<file path="src/hw/rtl/pfgb_pkg.sv">
package pfgb_pkg;

	// Default geometry
	localparam int FB_WIDTH   = 128;
	localparam int FB_HEIGHT  = 64;
	localparam int GLYPH_BITS = 16;

	// Configuration port
	localparam int CFG_AW = 4;
	localparam int CFG_DW = 32;

	localparam logic [1:0] REG_INVERT  = 2'd0;
	localparam logic [1:0] REG_GWIDTH  = 2'd1;
	localparam logic [1:0] REG_GHEIGHT = 2'd2;

	localparam logic [4:0] GWIDTH_RESET  = 5'd11;
	localparam logic [5:0] GHEIGHT_RESET = 6'd18;

	// Operation codes
	localparam logic [2:0] MODE_PIXEL  = 3'd0;
	localparam logic [2:0] MODE_FILL   = 3'd1;
	localparam logic [2:0] MODE_CURSOR = 3'd2;
	localparam logic [2:0] MODE_GLYPH  = 3'd3;
	localparam logic [2:0] MODE_READ   = 3'd4;

	// Fill patterns
	localparam logic [7:0] FILL_SET   = 8'hFF;
	localparam logic [7:0] FILL_CLEAR = 8'h00;

	typedef struct packed {
		logic       invert;
		logic [4:0] glyph_width;
		logic [5:0] glyph_height;
	} cfg_t;

endpackage

</file>
<file path="src/hw/rtl/pfgb_cfg.sv">
module pfgb_cfg (
	input  logic                          clk,
	input  logic                          arst_n,
	input  logic                          psel,
	input  logic                          penable,
	input  logic                          pwrite,
	input  logic [pfgb_pkg::CFG_AW-1:0]   paddr,
	input  logic [pfgb_pkg::CFG_DW-1:0]   pwdata,
	output logic [pfgb_pkg::CFG_DW-1:0]   prdata,
	output logic                          pready,
	output pfgb_pkg::cfg_t                cfg
);

	pfgb_pkg::cfg_t cfg_q;
	logic [1:0]     reg_idx;
	logic           wr_en;

	assign pready  = 1'b1;
	assign reg_idx = paddr[3:2];
	assign wr_en   = psel & penable & pwrite & pready;

	always_ff @(posedge clk or negedge arst_n) begin
		if (!arst_n) begin
			cfg_q.invert       <= 1'b0;
			cfg_q.glyph_width  <= pfgb_pkg::GWIDTH_RESET;
			cfg_q.glyph_height <= pfgb_pkg::GHEIGHT_RESET;
		end else if (wr_en) begin
			case (reg_idx)
				pfgb_pkg::REG_INVERT:  cfg_q.invert       <= pwdata[0];
				pfgb_pkg::REG_GWIDTH:  cfg_q.glyph_width  <= pwdata[4:0];
				pfgb_pkg::REG_GHEIGHT: cfg_q.glyph_height <= pwdata[5:0];
				default: ;
			endcase
		end
	end

	always_comb begin
		case (reg_idx)
			pfgb_pkg::REG_INVERT:  prdata = 32'(cfg_q.invert);
			pfgb_pkg::REG_GWIDTH:  prdata = 32'(cfg_q.glyph_width);
			pfgb_pkg::REG_GHEIGHT: prdata = 32'(cfg_q.glyph_height);
			default:               prdata = '0;
		endcase
	end

	assign cfg = cfg_q;

endmodule

</file>
<file path="config.mk">
export PLATFORM = sky130hd
export DESIGN_NAME = pfgb_cfg
export DESIGN_NICKNAME = d
export VERILOG_FILES = /design/src/hw/rtl/pfgb_pkg.sv /design/src/hw/rtl/pfgb_cfg.sv
export SDC_FILE = /design/constraint.sdc
export NUM_CORES = 1
export LEC_CHECK = 0
export BUFFER_PORTS_ARGS = -buffer_cell sky130_fd_sc_hd__buf_2
export CORE_UTILIZATION = 30
export CTS_CLUSTER_DIAMETER = 80
export CTS_CLUSTER_SIZE = 28
export DETAILED_ROUTE_END_ITERATION = 8
export PLACE_DENSITY = 0.75
export REMOVE_ABC_BUFFERS = 1
export SETUP_SLACK_MARGIN = 0.1
export SYNTH_ARGS = -nofsm -noshare
export SYNTH_HDL_FRONTEND = slang
export SYNTH_SLANG_ARGS = --single-unit
</file>
<file path="constraint.sdc">
create_clock -name clk -period 0.96 [get_ports clk]
set_clock_uncertainty 0.2 [all_clocks]
set_input_delay 0.192 -clock clk [delete_from_list [all_inputs] [get_ports clk]]
set_output_delay 0.192 -clock clk [all_outputs]
set_load 0.02 [all_outputs]
</file>
== Yosys cells after proc, flatten, opt, wreduce, memory -nomap -nowiden ==
Index checks and enable logic that the tools add are counted.
Cells by class
  reduce and logical (&&, ||, !) cells: 4
  equality and inequality tests: 2
  multiplexer cells: 1
  bitwise logic cells: 2
Operators by type and width (count)
  $pmux 6 s3: 1
  $reduce_and 2->1: 3
  $and 1x1->1: 2
  $eq 2x1->1 const B: 1
  $eq 2x2->1 const B: 1
  $logic_not 2->1: 1
Word-level totals
  flip-flop bits (word level): 12
  input port bits: 41
  logic and storage cells: 12

== Logic depth before layout (Yosys ltp) ==
  depth in word-level cells: 3
  gate-level depth with buffers: 3
  gate-level depth less buffers: 3

== Worst setup path before layout ==
No wires, ideal clock.
  path type: register to output
  from: register cfg_q, in the netlist cfg[0]
  to: output prdata[0] (netlist name)
  buffers on the path: 0
  required time: 0.568 ns
  data arrival time: 1.029 ns
  slack: -0.461 ns
  stages on the path, launching flop included: 3
  path through: dfrtp_1 mux2i_1 o21ai_0
Between the ends
  cells in the longest elaborated chain, start to end: 1
Ends and longest elaborated chain
  from (decl): RTL line pfgb_cfg.sv:14  | pfgb_pkg::cfg_t cfg_q;
  $pmux 6 s3: RTL line pfgb_cfg.sv:38  | case (reg_idx)
  to (decl): RTL line pfgb_cfg.sv:9  | output logic [pfgb_pkg::CFG_DW-1:0] prdata,
No other way between the ends.

== Worst setup path in the final report ==
  from: register cfg_q, in the netlist cfg[1]
  to: output prdata[1] (netlist name)
Same word-level chain as after synthesis.

==> out/results.md <==
| Quantity | Reported | Unit |
| --- | --- | --- |
| Number of DRC markers in iteration 0 | 5 | - |
| Min-Delay Startpoint | pwdata[5] | - |
| Fillers | 217 | - |
| Count of buffer and inverter cells on the critical path | 1 | - |
| Final standard cell count with taps included and fillers excluded | 149 | - |
| Clock H-tree levels | 1 | - |
| Yosys synthesis warning count | 0 | - |
| Overall power consumption | 2.40 | mW |
| Total wirelength of the detailed-routed design | 1730 | um |
| Clock insertion delay at the later pin of the skew report | 0.28 | ns |
| Reg2reg start | cfg[0] | - |
| Classification of the worst-slack hold path | in2reg | - |
| Count of hold buffers inserted by post-cts repair | 1 | - |
| CTS buffer count | 3 | - |
| CTS tree | yes | - |
| Residual DRC count | 0 | - |
| Met1 routed wirelength after detailed routing | 672 | um |
| Violations in the final reports | negative hold slack, negative setup slack | - |
| Outcome | finished, violations left | - |
| Required time worst endpoint | 0.57 | ns |
| Post-synth cell types | 15 | - |
| Inserted Diodes | 0 | - |
| Biggest cell delay along the critical path | 0.56 | ns |
| # clock sinks | 12 | - |
| Per-cell routed wire length | 11.6 | um |
| Area inside the core boundary | 2450 | um^2 |
| Clock Path Buffers | 2 | - |
| I/O pin count | 86 | - |
| Setup slack of the most critical reg-to-reg path | -0.23 | ns |
| Hold path depth | 2 | - |
| Mean instance size in the synthesized netlist | 11.6 | um^2 |
| Crit Path Class | reg2out | - |
| Floorplan die area | 2800 | um^2 |
| Unrepaired setup endpoints after global routing | yes | - |
| Width of the chip | 52.9 | um |
| Type of origin of the critical path | flop | - |
| Number of flip-flops under the largest register name | 12 | - |
| GRT Total Usage | 12.7 | % |
| Critical path's top delay family | flip-flops | - |
| Cells traversed along the worst timing path | a22o_1 > buf_6 | - |
| Share of the clock period used by the worst path after layout | 155 | % |
| Post-layout minimum cycle time | 1.49 | ns |
| Biggest fanout along the worst timing path | 3 | - |
| Sequential element share of the synthesized area | 39.4 | % |
| Number of antenna violations at the first check in global routing | 0 | - |
| Largest voltage drop on the vdd net | 1010 | uV |
| Area growth from synthesis to layout | 62.2 | % |
| Metal2 WL | 883 | um |
| Starting utilization of the core area | 31.7 | % |
| Vertical die dimension | 52.9 | um |
| Vias after detailed routing | 611 | - |
| Master of the slowest instance on the critical path | sky130_fd_sc_hd__dfstp_2 | - |
| Kind of capture point of the worst setup path | output port | - |
| Buffer type at the clock tree root | sky130_fd_sc_hd__clkbuf_4 | - |
| Data arrival time of the worst path | 1.10 | ns |
| Average via count per standard cell | 4.10 | - |
| Netlist Area Pre-Place | 778 | um^2 |
| Final-report max-slew violation count | 0 | - |
| Vias in the first global route | 526 | - |
| Count of buffers from port buffering | 30 | - |
| Highest metal layer with signal wires | met4 | - |
| Cell count after placement | 136 | - |
| Leakage power of the design | 0.648 | nW |
| Post-synthesis register bit count | 12 | - |
| Number of routed nets with antenna violations | 0 | - |
| Overflow left after global routing | 0 | - |
| Std-Cell Rows | 18 | - |
| Reg2reg path depth | 3 | - |
| FF-to-FF End | cfg[0] | - |
| WL met3 | 147 | um |
| Highest attainable clock frequency | 671 | MHz |
| Largest net degree at the start of global routing | 13 | - |
| Min-Delay Endpoint | cfg[5] | - |
| Setup-failing EPs final | 30 | - |
| Routability Congestion | 0.658 | - |
| Register clock-pin slew on the reported worst setup and hold paths | 0.07 | ns |
| Fraction of layout instances using a drive strength above 1 | 62.2 | % |
| Global-route wire length before repair | 2440 | um |
| Number of iterations in the first detailed-routing pass | 3 | - |
| Number of nets at the end of the flow | 161 | - |
| Maxcap violations | 0 | - |
| Count of endpoints failing hold in the final timing report | 12 | - |
| Final WS setup | -0.530 | ns |
| Hold slack | -0.0562 | ns |
| Ratio of total power to cell area | 1900 | nW/um^2 |
| TNS Setup | -9.09 | ns |
| Cells after synthesis | 67 | - |
==> cell usage after synthesis <==
master,count,area [um^2]
sky130_fd_sc_hd__and2b_1,1,7.51
sky130_fd_sc_hd__buf_4,27,203
sky130_fd_sc_hd__nor3b_4,2,37.5
sky130_fd_sc_hd__nor3_1,1,5.00
sky130_fd_sc_hd__dfrtp_1,7,175
sky130_fd_sc_hd__nand2_1,1,3.75
sky130_fd_sc_hd__conb_1,2,7.51
sky130_fd_sc_hd__mux2i_1,1,10.0
sky130_fd_sc_hd__dfstp_2,5,131
sky130_fd_sc_hd__nand3_2,1,10.0
sky130_fd_sc_hd__and2_1,1,6.26
sky130_fd_sc_hd__a22o_1,4,35.0
sky130_fd_sc_hd__mux2_2,12,135
sky130_fd_sc_hd__nor2b_1,1,6.26
sky130_fd_sc_hd__o21ai_0,1,5.00
==> repair_timing <==
action,in CTS,in global routing
endpoints found under the setup margin,30,33
hold endpoints to repair,24,12
resized for setup,50,13
setup buffers,3,6
pin swaps,3,3
==> metrics by stage <==
stage | instance area, um^2 | utilization [%] | setup slack, ns
after floorplan | 669 | - | -0.461
after global placement | 940 | 38.3 | -0.520
after detailed placement | 940 | 38.3 | -0.531
after CTS | 1180 | 48.3 | -0.526
after global routing | 1260 | 51.4 | -0.569
final | 1260 | 51.4 | -0.530
==> cells by family (layout without fill, tap and decap cells) <==
family,after synthesis,in the layout,share of synthesized area [%]
buffers and inverters,27,54,26.0
multiplexers,13,13,18.6
flip-flops,12,12,39.4
AND/OR/NAND/NOR,8,8,9.81
AO/OA/AOI/OAI,5,5,5.14
other,2,27,0.965
==> power by group <==
group          switching (mW)  leakage (nW)  internal [mW]
Sequential             0.0883         0.138          0.661
Combinational           0.539         0.488          0.705
Clock                   0.175        0.0210          0.231
==> worst max-delay path by stage <==
stage,from,endpoint,cells after the start
final,cfg[1],prdata[1],2
after CTS,cfg[6],prdata[0],3
after global placement,pwrite,cfg[10],4
after global routing,cfg[6],prdata[0],3
after floorplan,cfg[0],prdata[0],2
after detailed placement,pwrite,cfg[8],4
==> routing by layer <==
metal  vias to the layer above  GRT usage [%]
met2                        44           19.8
met3                         2           3.16
met5                         -              0
met4                         0           6.58
li1                        275              -
met1                       290           16.0
==> final cells by class <==
class / instances / area, um^2 / area share (%)
sequential: 12 / 307 / 24.3
tap: 30 / 37.5 / 2.97
multi-input combinational: 53 / 410 / 32.5
clock buffer: 4 / 36.3 / 2.87
timing repair buffer: 50 / 472 / 37.4
==> worst reg2reg max path: stages, from the launching register on <==
cell and delay [ns]:
sky130_fd_sc_hd__dfrtp_1 0.39, sky130_fd_sc_hd__buf_4 0.13, sky130_fd_sc_hd__buf_6 0.11, sky130_fd_sc_hd__mux2_4 0.26
==> placed cells by master, fill, tap and decap left out, drive strengths merged <==
cell         synthesis  final
buf                 27     47
conb                 2     27
mux2                12     12
dfrtp                7      7
clkbuf               0      6
dfstp                5      5
a22o                 4      4
nor3b                2      2
nor2b                1      1
and2b                1      1
and2                 1      1
mux2i                1      1
nand2                1      1
o21ai                1      1
nand3                1      1
nor3                 1      1
dlygate4sd3          0      1
(Power assumes the default switching activity.)
